File: src/design/ksa_pkg.sv
// Package: types, constants and the scancode table of the keyboard translator.
`timescale 1ns / 1ps
package ksa_pkg;

    localparam logic [7:0] PFX_EXT     = 8'hE0;
    localparam logic [7:0] PFX_REL     = 8'hF0;
    localparam logic [7:0] EXT_BIT     = 8'h80;
    localparam logic [7:0] KEY_CTRL    = 8'h14;
    localparam logic [7:0] KEY_SHIFT_L = 8'h12;
    localparam logic [7:0] KEY_SHIFT_R = 8'h59;
    localparam logic [7:0] KEY_CAPS    = 8'h58;

    localparam logic [6:0] CHAR_ESC    = 7'h1B;
    localparam logic [6:0] CHAR_BS     = 7'h08;
    localparam logic [6:0] CHAR_TAB    = 7'h09;
    localparam logic [6:0] CHAR_LF     = 7'h0A;
    localparam logic [6:0] CASE_BIT    = 7'h20;
    localparam logic [6:0] CTRL_MASK   = 7'h1F;
    localparam logic [2:0] LED_CAPS    = 3'b100;

    typedef enum logic {
        KIND_CHAR = 1'b0,
        KIND_LED  = 1'b1
    } kind_t;

    typedef struct packed {
        logic shift_held;
        logic ctrl_held;
        logic caps_on;
        logic extended_pending;
        logic release_pending;
        logic skip_acknowledge;
    } kbd_state_t;

    localparam int STATE_W = $bits(kbd_state_t);

    typedef struct packed {
        kind_t      out_kind;
        logic [6:0] char_code;
        logic [2:0] led_bits;
    } kbd_result_t;

    typedef struct packed {
        logic        has_result;
        kbd_result_t result;
    } kbd_step_t;

    // Scancode set 2 to ASCII; anything not listed, and the Esc key, is Esc.
    function automatic logic [6:0] key_char(input logic [7:0] code, input logic shifted);
        logic [6:0] c;
        c = CHAR_ESC;
        case (code)
            8'h0E: c = shifted ? 7'(8'h7E) : 7'(8'h27);
            8'h16: c = shifted ? 7'(8'h21) : 7'(8'h31);
            8'h1E: c = shifted ? 7'(8'h40) : 7'(8'h32);
            8'h26: c = shifted ? 7'(8'h23) : 7'(8'h33);
            8'h25: c = shifted ? 7'(8'h24) : 7'(8'h34);
            8'h2E: c = shifted ? 7'(8'h25) : 7'(8'h35);
            8'h36: c = shifted ? 7'(8'h5E) : 7'(8'h36);
            8'h3D: c = shifted ? 7'(8'h26) : 7'(8'h37);
            8'h3E: c = shifted ? 7'(8'h2A) : 7'(8'h38);
            8'h46: c = shifted ? 7'(8'h28) : 7'(8'h39);
            8'h45: c = shifted ? 7'(8'h29) : 7'(8'h30);
            8'h4E: c = shifted ? 7'(8'h5F) : 7'(8'h2D);
            8'h55: c = shifted ? 7'(8'h2B) : 7'(8'h3D);
            8'h61: c = shifted ? 7'(8'h7C) : 7'(8'h5C);
            8'h66: c = CHAR_BS;
            8'h0D: c = CHAR_TAB;
            8'h15: c = shifted ? 7'(8'h51) : 7'(8'h71);
            8'h1D: c = shifted ? 7'(8'h57) : 7'(8'h77);
            8'h24: c = shifted ? 7'(8'h45) : 7'(8'h65);
            8'h2D: c = shifted ? 7'(8'h52) : 7'(8'h72);
            8'h2C: c = shifted ? 7'(8'h54) : 7'(8'h74);
            8'h35: c = shifted ? 7'(8'h59) : 7'(8'h79);
            8'h3C: c = shifted ? 7'(8'h55) : 7'(8'h75);
            8'h43: c = shifted ? 7'(8'h49) : 7'(8'h69);
            8'h44: c = shifted ? 7'(8'h4F) : 7'(8'h6F);
            8'h4D: c = shifted ? 7'(8'h50) : 7'(8'h70);
            8'h5B: c = shifted ? 7'(8'h7B) : 7'(8'h5B);
            8'h5D: c = shifted ? 7'(8'h7D) : 7'(8'h5D);
            8'h1C: c = shifted ? 7'(8'h41) : 7'(8'h61);
            8'h1B: c = shifted ? 7'(8'h53) : 7'(8'h73);
            8'h23: c = shifted ? 7'(8'h44) : 7'(8'h64);
            8'h2B: c = shifted ? 7'(8'h46) : 7'(8'h66);
            8'h34: c = shifted ? 7'(8'h47) : 7'(8'h67);
            8'h33: c = shifted ? 7'(8'h48) : 7'(8'h68);
            8'h3B: c = shifted ? 7'(8'h4A) : 7'(8'h6A);
            8'h42: c = shifted ? 7'(8'h4B) : 7'(8'h6B);
            8'h4B: c = shifted ? 7'(8'h4C) : 7'(8'h6C);
            8'h4C: c = shifted ? 7'(8'h3A) : 7'(8'h3B);
            8'h52: c = shifted ? 7'(8'h22) : 7'(8'h27);
            8'h1A: c = shifted ? 7'(8'h5A) : 7'(8'h7A);
            8'h22: c = shifted ? 7'(8'h58) : 7'(8'h78);
            8'h21: c = shifted ? 7'(8'h43) : 7'(8'h63);
            8'h2A: c = shifted ? 7'(8'h56) : 7'(8'h76);
            8'h32: c = shifted ? 7'(8'h42) : 7'(8'h62);
            8'h31: c = shifted ? 7'(8'h4E) : 7'(8'h6E);
            8'h3A: c = shifted ? 7'(8'h4D) : 7'(8'h6D);
            8'h41: c = shifted ? 7'(8'h3C) : 7'(8'h2C);
            8'h49: c = shifted ? 7'(8'h3E) : 7'(8'h2E);
            8'h51: c = shifted ? 7'(8'h3F) : 7'(8'h2F);
            8'h29: c = 7'(8'h20);
            8'h5A: c = CHAR_LF;
            // keypad: same in both sets
            8'h70: c = 7'(8'h30);
            8'h71: c = 7'(8'h2E);
            8'h69: c = 7'(8'h31);
            8'h72: c = 7'(8'h32);
            8'h7A: c = 7'(8'h33);
            8'h6B: c = 7'(8'h34);
            8'h73: c = 7'(8'h35);
            8'h74: c = 7'(8'h36);
            8'h6C: c = 7'(8'h37);
            8'h75: c = 7'(8'h38);
            8'h7D: c = 7'(8'h39);
            8'hDA: c = CHAR_LF;
            8'hCA: c = 7'(8'h2F);
            8'h7C: c = 7'(8'h2A);
            8'h7B: c = 7'(8'h2D);
            8'h79: c = 7'(8'h2B);
            8'hEB: c = CHAR_BS;
            default: c = CHAR_ESC;
        endcase
        return c;
    endfunction

endpackage

File: src/design/ksa_if.sv
// Interfaces: scancode input channel and translated result channel.
`timescale 1ns / 1ps
interface ksa_in_if;
    logic       valid;
    logic       ready;
    logic [7:0] scan_byte;

    modport source (output valid, output scan_byte, input ready);
    modport sink (input valid, input scan_byte, output ready);
endinterface

interface ksa_out_if;
    logic       valid;
    logic       ready;
    logic       out_kind;
    logic [6:0] char_code;
    logic [2:0] led_bits;

    modport source (output valid, output out_kind, output char_code, output led_bits,
                    input ready);
    modport sink (input valid, input out_kind, input char_code, input led_bits,
                  output ready);
endinterface

File: src/design/ksa_ram.sv
// Generic single-port-write, single-port-read RAM with registered read.
`timescale 1ns / 1ps
module ksa_ram #(
    parameter int WIDTH = 8,
    parameter int DEPTH = 16,
    parameter int AW    = (DEPTH > 1) ? $clog2(DEPTH) : 1
) (
    input  logic             clk,
    input  logic             we,
    input  logic [AW-1:0]    waddr,
    input  logic [WIDTH-1:0] wdata,
    input  logic             re,
    input  logic [AW-1:0]    raddr,
    output logic [WIDTH-1:0] rdata
);

    logic [WIDTH-1:0] mem [DEPTH];
    logic [WIDTH-1:0] rdata_reg;

    always_ff @(posedge clk)
    begin
        if (we)
        begin
            mem[waddr] <= wdata;
        end
        if (re)
        begin
            rdata_reg <= mem[raddr];
        end
    end

    assign rdata = rdata_reg;

endmodule

File: src/design/ksa_decode.sv
// Per-byte decode: prefix and modifier tracking, table lookup, next flag state.
`timescale 1ns / 1ps
module ksa_decode (
    input  logic [7:0]          scan_byte,
    input  ksa_pkg::kbd_state_t cur,
    output ksa_pkg::kbd_state_t nxt,
    output ksa_pkg::kbd_step_t  step
);
    import ksa_pkg::*;

    logic [7:0] code;
    logic [6:0] raw_char;
    logic [6:0] fixed_char;
    logic       is_letter;
    logic       caps_next;

    assign code      = cur.extended_pending ? (scan_byte | EXT_BIT) : scan_byte;
    assign raw_char  = key_char(code, cur.shift_held);
    assign is_letter = ((raw_char >= 7'(8'h41)) && (raw_char <= 7'(8'h5A)))
                    || ((raw_char >= 7'(8'h61)) && (raw_char <= 7'(8'h7A)));
    assign caps_next = ~cur.caps_on;

    always_comb
    begin
        fixed_char = raw_char;
        if (is_letter)
        begin
            if (cur.caps_on)
            begin
                fixed_char = fixed_char ^ CASE_BIT;
            end
            if (cur.ctrl_held)
            begin
                fixed_char = fixed_char & CTRL_MASK;
            end
        end
    end

    always_comb
    begin
        nxt                       = cur;
        step.has_result           = 1'b0;
        step.result.out_kind      = KIND_CHAR;
        step.result.char_code     = '0;
        step.result.led_bits      = '0;
        if (cur.skip_acknowledge)
        begin
            nxt.skip_acknowledge = 1'b0;
        end
        else if (cur.release_pending)
        begin
            // break code: prefix bytes are taken as plain codes here
            nxt.release_pending = 1'b0;
            if ((scan_byte == KEY_SHIFT_L) || (scan_byte == KEY_SHIFT_R))
            begin
                nxt.shift_held = 1'b0;
            end
            else if (scan_byte == KEY_CTRL)
            begin
                nxt.ctrl_held = 1'b0;
            end
            else if (scan_byte == KEY_CAPS)
            begin
                nxt.caps_on          = caps_next;
                nxt.skip_acknowledge = 1'b1;
                step.has_result      = 1'b1;
                step.result.out_kind = KIND_LED;
                step.result.led_bits = caps_next ? LED_CAPS : 3'b000;
            end
        end
        else if (scan_byte == PFX_REL)
        begin
            nxt.extended_pending = 1'b0;
            nxt.release_pending  = 1'b1;
        end
        else if ((scan_byte == PFX_EXT) && !cur.extended_pending)
        begin
            nxt.extended_pending = 1'b1;
        end
        else
        begin
            nxt.extended_pending = 1'b0;
            if ((code == KEY_SHIFT_L) || (code == KEY_SHIFT_R))
            begin
                nxt.shift_held = 1'b1;
            end
            else if (code == KEY_CTRL)
            begin
                nxt.ctrl_held = 1'b1;
            end
            else if (code != KEY_CAPS)
            begin
                step.has_result       = 1'b1;
                step.result.char_code = fixed_char;
            end
        end
    end

endmodule

File: src/design/keyboard_scancode_to_ascii.sv
// Top level: PS/2 set 2 scancode to ASCII translator with flag state in RAM.
//
//  channel  dir  beat payload                       handshake
//  scan     in   scan_byte[7:0]                     valid/ready
//  chars    out  out_kind, char_code[6:0], led_bits valid/ready
//
// One byte per cycle sustained while result beats are taken. The flag word is
// read from the state RAM when a byte is taken and written back as that byte
// advances; a write that meets a read on the same edge is forwarded.
// After reset the RAM word counts as all zero until the first write-back.
// A stalled result beat holds the decode stage; bytes with no result still flow.
`timescale 1ns / 1ps
module keyboard_scancode_to_ascii (
    input logic clk,
    input logic rst_n,
    ksa_in_if.sink    scan,
    ksa_out_if.source chars
);
    import ksa_pkg::*;

    logic               take;
    logic               s1_valid_reg;
    logic               s1_valid_next;
    logic [7:0]         s1_byte_reg;
    logic               s1_advance;
    logic               fwd_hit_reg;
    kbd_state_t         fwd_data_reg;
    logic               rd_ok_reg;
    logic               ram_ok_reg;
    logic [STATE_W-1:0] ram_rdata;
    kbd_state_t         cur_state;
    kbd_state_t         new_state;
    kbd_step_t          step;
    logic               out_valid_reg;
    logic               out_valid_next;
    kbd_result_t        out_data_reg;

    ksa_ram #(
        .WIDTH(STATE_W),
        .DEPTH(1)
    ) u_state_ram (
        .clk  (clk),
        .we   (s1_advance),
        .waddr(1'b0),
        .wdata(new_state),
        .re   (take),
        .raddr(1'b0),
        .rdata(ram_rdata)
    );

    always_comb
    begin
        if (fwd_hit_reg)
        begin
            cur_state = fwd_data_reg;
        end
        else if (rd_ok_reg)
        begin
            cur_state = kbd_state_t'(ram_rdata);
        end
        else
        begin
            cur_state = '0;
        end
    end

    ksa_decode u_decode (
        .scan_byte(s1_byte_reg),
        .cur      (cur_state),
        .nxt      (new_state),
        .step     (step)
    );

    assign s1_advance = s1_valid_reg
                     && (!step.has_result || !out_valid_reg || chars.ready);
    assign scan.ready = !s1_valid_reg || s1_advance;
    assign take       = scan.valid && scan.ready;

    always_comb
    begin
        s1_valid_next = s1_valid_reg;
        if (take)
        begin
            s1_valid_next = 1'b1;
        end
        else if (s1_advance)
        begin
            s1_valid_next = 1'b0;
        end
    end

    always_comb
    begin
        out_valid_next = out_valid_reg;
        if (s1_advance && step.has_result)
        begin
            out_valid_next = 1'b1;
        end
        else if (chars.ready)
        begin
            out_valid_next = 1'b0;
        end
    end

    always_ff @(posedge clk or negedge rst_n)
    begin
        if (!rst_n)
        begin
            s1_valid_reg  <= 1'b0;
            out_valid_reg <= 1'b0;
            fwd_hit_reg   <= 1'b0;
            rd_ok_reg     <= 1'b0;
            ram_ok_reg    <= 1'b0;
        end
        else
        begin
            s1_valid_reg  <= s1_valid_next;
            out_valid_reg <= out_valid_next;
            if (s1_advance)
            begin
                ram_ok_reg <= 1'b1;
            end
            if (take)
            begin
                // RAM returns the old word when read and write share an edge
                fwd_hit_reg <= s1_advance;
                rd_ok_reg   <= ram_ok_reg;
            end
        end
    end

    always_ff @(posedge clk)
    begin
        if (take)
        begin
            s1_byte_reg  <= scan.scan_byte;
            fwd_data_reg <= new_state;
        end
        if (s1_advance && step.has_result)
        begin
            out_data_reg <= step.result;
        end
    end

    assign chars.valid     = out_valid_reg;
    assign chars.out_kind  = out_data_reg.out_kind;
    assign chars.char_code = out_data_reg.char_code;
    assign chars.led_bits  = out_data_reg.led_bits;

endmodule
File: src/flat_wrapper.sv
// flat-port wrapper written by rule: the top's interface ports become plain ports
module keyboard_scancode_to_ascii_flat import ksa_pkg::*;
  (clk, rst_n, scan_valid, scan_scan_byte, scan_ready, chars_valid, chars_out_kind, chars_char_code, chars_led_bits, chars_ready);
  ksa_in_if scan_i ();
  ksa_out_if chars_i ();
  input logic clk;
  input logic rst_n;
  input wire logic [$bits(scan_i.valid)-1:0] scan_valid;
  input wire logic [$bits(scan_i.scan_byte)-1:0] scan_scan_byte;
  output wire logic [$bits(scan_i.ready)-1:0] scan_ready;
  output wire logic [$bits(chars_i.valid)-1:0] chars_valid;
  output wire logic [$bits(chars_i.out_kind)-1:0] chars_out_kind;
  output wire logic [$bits(chars_i.char_code)-1:0] chars_char_code;
  output wire logic [$bits(chars_i.led_bits)-1:0] chars_led_bits;
  input wire logic [$bits(chars_i.ready)-1:0] chars_ready;
  assign scan_i.valid = scan_valid;
  assign scan_i.scan_byte = scan_scan_byte;
  assign scan_ready = scan_i.ready;
  assign chars_valid = chars_i.valid;
  assign chars_out_kind = chars_i.out_kind;
  assign chars_char_code = chars_i.char_code;
  assign chars_led_bits = chars_i.led_bits;
  assign chars_i.ready = chars_ready;
  keyboard_scancode_to_ascii u_core (.clk(clk), .rst_n(rst_n), .scan(scan_i), .chars(chars_i));
endmodule
File: config.mk
export PLATFORM = sky130hd
export DESIGN_NAME = keyboard_scancode_to_ascii_flat
export DESIGN_NICKNAME = d
export VERILOG_FILES = /design/src/design/ksa_pkg.sv /design/src/design/ksa_if.sv /design/src/design/ksa_ram.sv /design/src/design/ksa_decode.sv /design/src/design/keyboard_scancode_to_ascii.sv /design/src/flat_wrapper.sv
export SDC_FILE = /design/constraint.sdc
export NUM_CORES = 1
export LEC_CHECK = 0
export BUFFER_PORTS_ARGS = -buffer_cell sky130_fd_sc_hd__buf_4
export CAP_MARGIN = 0
export CELL_PAD_IN_SITES_DETAIL_PLACEMENT = 1
export CELL_PAD_IN_SITES_GLOBAL_PLACEMENT = 1
export CORE_ASPECT_RATIO = 2
export CORE_MARGIN = 1.5
export CORE_UTILIZATION = 47
export CTS_BUF_LIST = sky130_fd_sc_hd__clkbuf_8 sky130_fd_sc_hd__clkbuf_16
export DETAILED_ROUTE_END_ITERATION = 12
export GPL_ROUTABILITY_DRIVEN = 0
export PLACE_DENSITY_LB_ADDON = 0.1
export SETUP_SLACK_MARGIN = 0.4
export SYNTH_ARGS = -nofsm -noshare
export SYNTH_HDL_FRONTEND = slang
export SYNTH_SLANG_ARGS = --single-unit
export TNS_END_PERCENT = 100
File: constraint.sdc
create_clock -name clk -period 4.2 [get_ports clk]
set_clock_uncertainty 0.2 [all_clocks]
set_input_delay 0.21 -clock clk [delete_from_list [all_inputs] [get_ports clk]]
set_output_delay 0.21 -clock clk [all_outputs]
set_load 0.02 [all_outputs]
==> flow_metrics.tcl <==
set metrics [dict create \
    fp.dieW_um 64.90 \
    fin_crit_sh 0.8917 \
    drive_above_1_share 0.2147 \
    synth_area_leaders "edfxtp_1, nand2_1, dfrtp_1" \
    max_slew_margin 0.4667 \
    cp.depth 9 \
    slew_violations 0 \
    clk_path_buf_depth 2 \
    grt_pass1_wl_um 22450 \
    largest_reg_flops 8 \
    critPathTopFamily "simple AND/OR/NAND/NOR gates" \
    portBuffers 22 \
    antenna_found_initial 0 \
    drt_iter0_markers 639 \
    routed_wl_um 16510 \
    viasPerCell 7.408 \
    synth-seq-cells 40 \
    syn_inst 432 \
    yosysUniqueCellTypes 73 \
    reg2reg_depth 9 \
    cap_violations 0 \
    finalCriticalPeriod_ns 3.745 \
    required_ns 4.02 \
    p_clk_frac 0.260 \
    vias 4319 \
    netlist.area_leader.share 0.2919 \
    r2r_setup_slack_ns 0.45 \
    worstMarginPinSlew_ns 0.7926 \
    grt_usage 0.3592 \
    cts-root-buf "clkbuf_16" \
    final_antenna_net_count 0 \
    fmax_mhz 267.0 \
    ys_warn_count 0 \
    regArea_um2 1177 \
    combPwrFrac 0.362 \
    cts_tree "built" \
    initial_core_util 0.4809 \
    critPathMaxStageDelay_ns 0.79 \
    crit_type "reg2reg" \
    switchingPower_uw 509.1 \
    layout.nets 500 \
    pin_count 25 \
    dr.pass1.iters 7 \
    irDropWorstVdd_uv 374.7 \
    worstReg2RegStart "u_core.s1_byte_reg[6]" \
    worstPathCellList "a211oi_1 > and2_1 > o2111a_1 > or4_1 > nor4_2 > nand2_1 > o41ai_4 > a211o_1 > nand3_1" \
    yosysSeqAreaShare 0.3266 \
    worst-path-buf-inv 0 \
    slowest_stage "edfxtp_1" \
    rsz0062_at_grt "false" \
    hpwl_um 10350 \
    synth-edff-count 35 \
    syn_area_um2 3601 \
    wl_per_cell_um 28.32 \
    yosysTopAreaCell "edfxtp_1" \
    cts.htree.levels 2 \
    clock_sinks 40 \
    grt_max_degree 28 \
    numCtsBuffers 5 \
    setup_viol 0 \
    hold_viol_final 0 \
    area_growth_pct 21.54 \
    finalNonFillerCells 583 \
    end_kind "register" \
    die_area_um2 8228 \
    power_density_nw_per_um2 319.9 \
    startpoint "u_core.s1_byte_reg[6]" \
    tns_ns 0 \
    outcome "finished, final reports clean" \
    clk_pin_slew_ns 0.06 \
    avgSynthCellArea_um2 8.336 \
    die_h_um 126.8 \
    multi_input_area_um2 2185 \
    min_path_type "in2reg" \
    detail_route.drc_violations 0 \
    start_kind "register" \
    dp.cells 539 \
    switching_share 0.3636 \
    grt_overflow_total 0 \
    seq_power_share 0.377 \
    diodes 0 \
    fill_cells 886 \
    core_um2 7488 \
    setup.worst_path.end "u_core.chars.char_code[5]" \
    power.internal_uw 890.9 \
    worstPathArrival_ns 3.57 \
    r2r-end "u_core.chars.char_code[5]" \
    final_core_util 0.5845 \
    critPathMaxFanout 11 \
    async_reset_ff_frac 0.1250 \
    leakage_nw 1.614 \
    synth_flop_cell "edfxtp_1" \
    clock_latency_ns 0.28 \
    num_rows 45 \
    grt_pass1_vias 4122 \
]
[worst min-delay path: cells and delay by family]
family                 cells  cell delay, ns
and+or+nand+nor            1            0.06
buffers and inverters      1            0.08
AOI/OAI and AO/OA          1            0.16
[cell usage after synthesis, types with 7 or more instances]
cell and count:
nand2b_1 17, nand3_1 13, and2_1 7, inv_1 13
nand2_1 35, o21ai_0 22, buf_2 20, nor2b_1 13
o22ai_1 12, nor3_1 15, edfxtp_1 35, a31oi_1 8
a21oi_1 21, nor4_1 7, nand3b_1 9, nor2_1 32
nand4_1 7, clkbuf_1 9
[layer usage]
layer	vias up	track usage	wire [µm]
met1	2001	0.4344	5646
met2	416	0.5743	7771
met4	0	0.2303	1217
met3	129	0.06738	1876
met5	-	0	0
li1	1773	-	-
[cell usage in the layout (no fill, tap or decap), drive strengths merged, types with 10 or more instances in the layout]
cell and instances:
nand2 35, nor2 32, edfxtp 35, nand3 14
inv 14, a21oi 23, buf 74, o21ai 22
nand2b 17, nor3 15, nor2b 13, dlygate4sd3 10
o22ai 12
[final cells by class]
class / count / area share
multi-input combinational: 341 / 0.4991
sequential: 40 / 0.2690
timing repair buffer: 87 / 0.1615
clock buffer: 5 / 0.02859
tap: 94 / 0.02687
inverter: 13 / 0.01115
clock inverter: 3 / 0.003716
[cells by family (layout without fill, tap and decap cells)]
| group | Yosys count | count (layout) | share of synthesized area |
|---|---|---|---|
| flops | 40 | 40 | 0.3266 |
| simple gates | 196 | 196 | 0.3089 |
| mux | 4 | 4 | 0.01181 |
| buf+inv | 52 | 108 | 0.07053 |
| xor+xnor | 3 | 3 | 0.007298 |
| compound gates | 136 | 136 | 0.2738 |
| other cells | 1 | 2 | 0.001041 |
[timing repair]
item	in CTS	in global routing
endpoints found under the hold margin	15	0
endpoints found under the setup margin	2	2
hold buffers	10	0
setup buffers	3	23
resized for setup	1	2
[how the worst min path moves through the flow]
stage,startpoint,endpoint,slack (ns),depth (start not counted)
4_1_cts,chars_ready,u_core.chars.valid,0.05,3
2_1_floorplan,rst_n,u_core.chars.valid,-0.29,0
3_3_place_gp,rst_n,u_core.chars.valid,-0.19,1
5_1_grt,chars_ready,u_core.chars.valid,0.08,3
6_report,chars_ready,u_core.chars.valid,0.07,3
3_5_place_dp,rst_n,u_core.s1_valid_reg,-0.18,1
[through the flow]
stage | total power, mW | setup slack (ns) | hold slack (ns) | instance area [µm²]
detailed placement | 0.9584 | 0.3356 | -0.1839 | 3913
CTS | 1.336 | 0.4173 | 0.05066 | 4183
floorplan | 0.8084 | 0.9468 | -0.2856 | 3605
finish | 1.400 | 0.4547 | 0.07366 | 4377
global route | 1.440 | 0.3095 | 0.08193 | 4377
global placement | 0.9457 | 0.3912 | -0.1867 | 3913
[power groups by stage]
stage / clock network, mW / registers (mW) / logic (mW)
floorplan: 0 / 0.531 / 0.278
global placement: 0 / 0.547 / 0.399
detailed placement: 0 / 0.550 / 0.408
CTS: 0.367 / 0.541 / 0.428
global route: 0.384 / 0.531 / 0.525
finish: 0.365 / 0.528 / 0.507
Power figures use the tool's default switching activity.
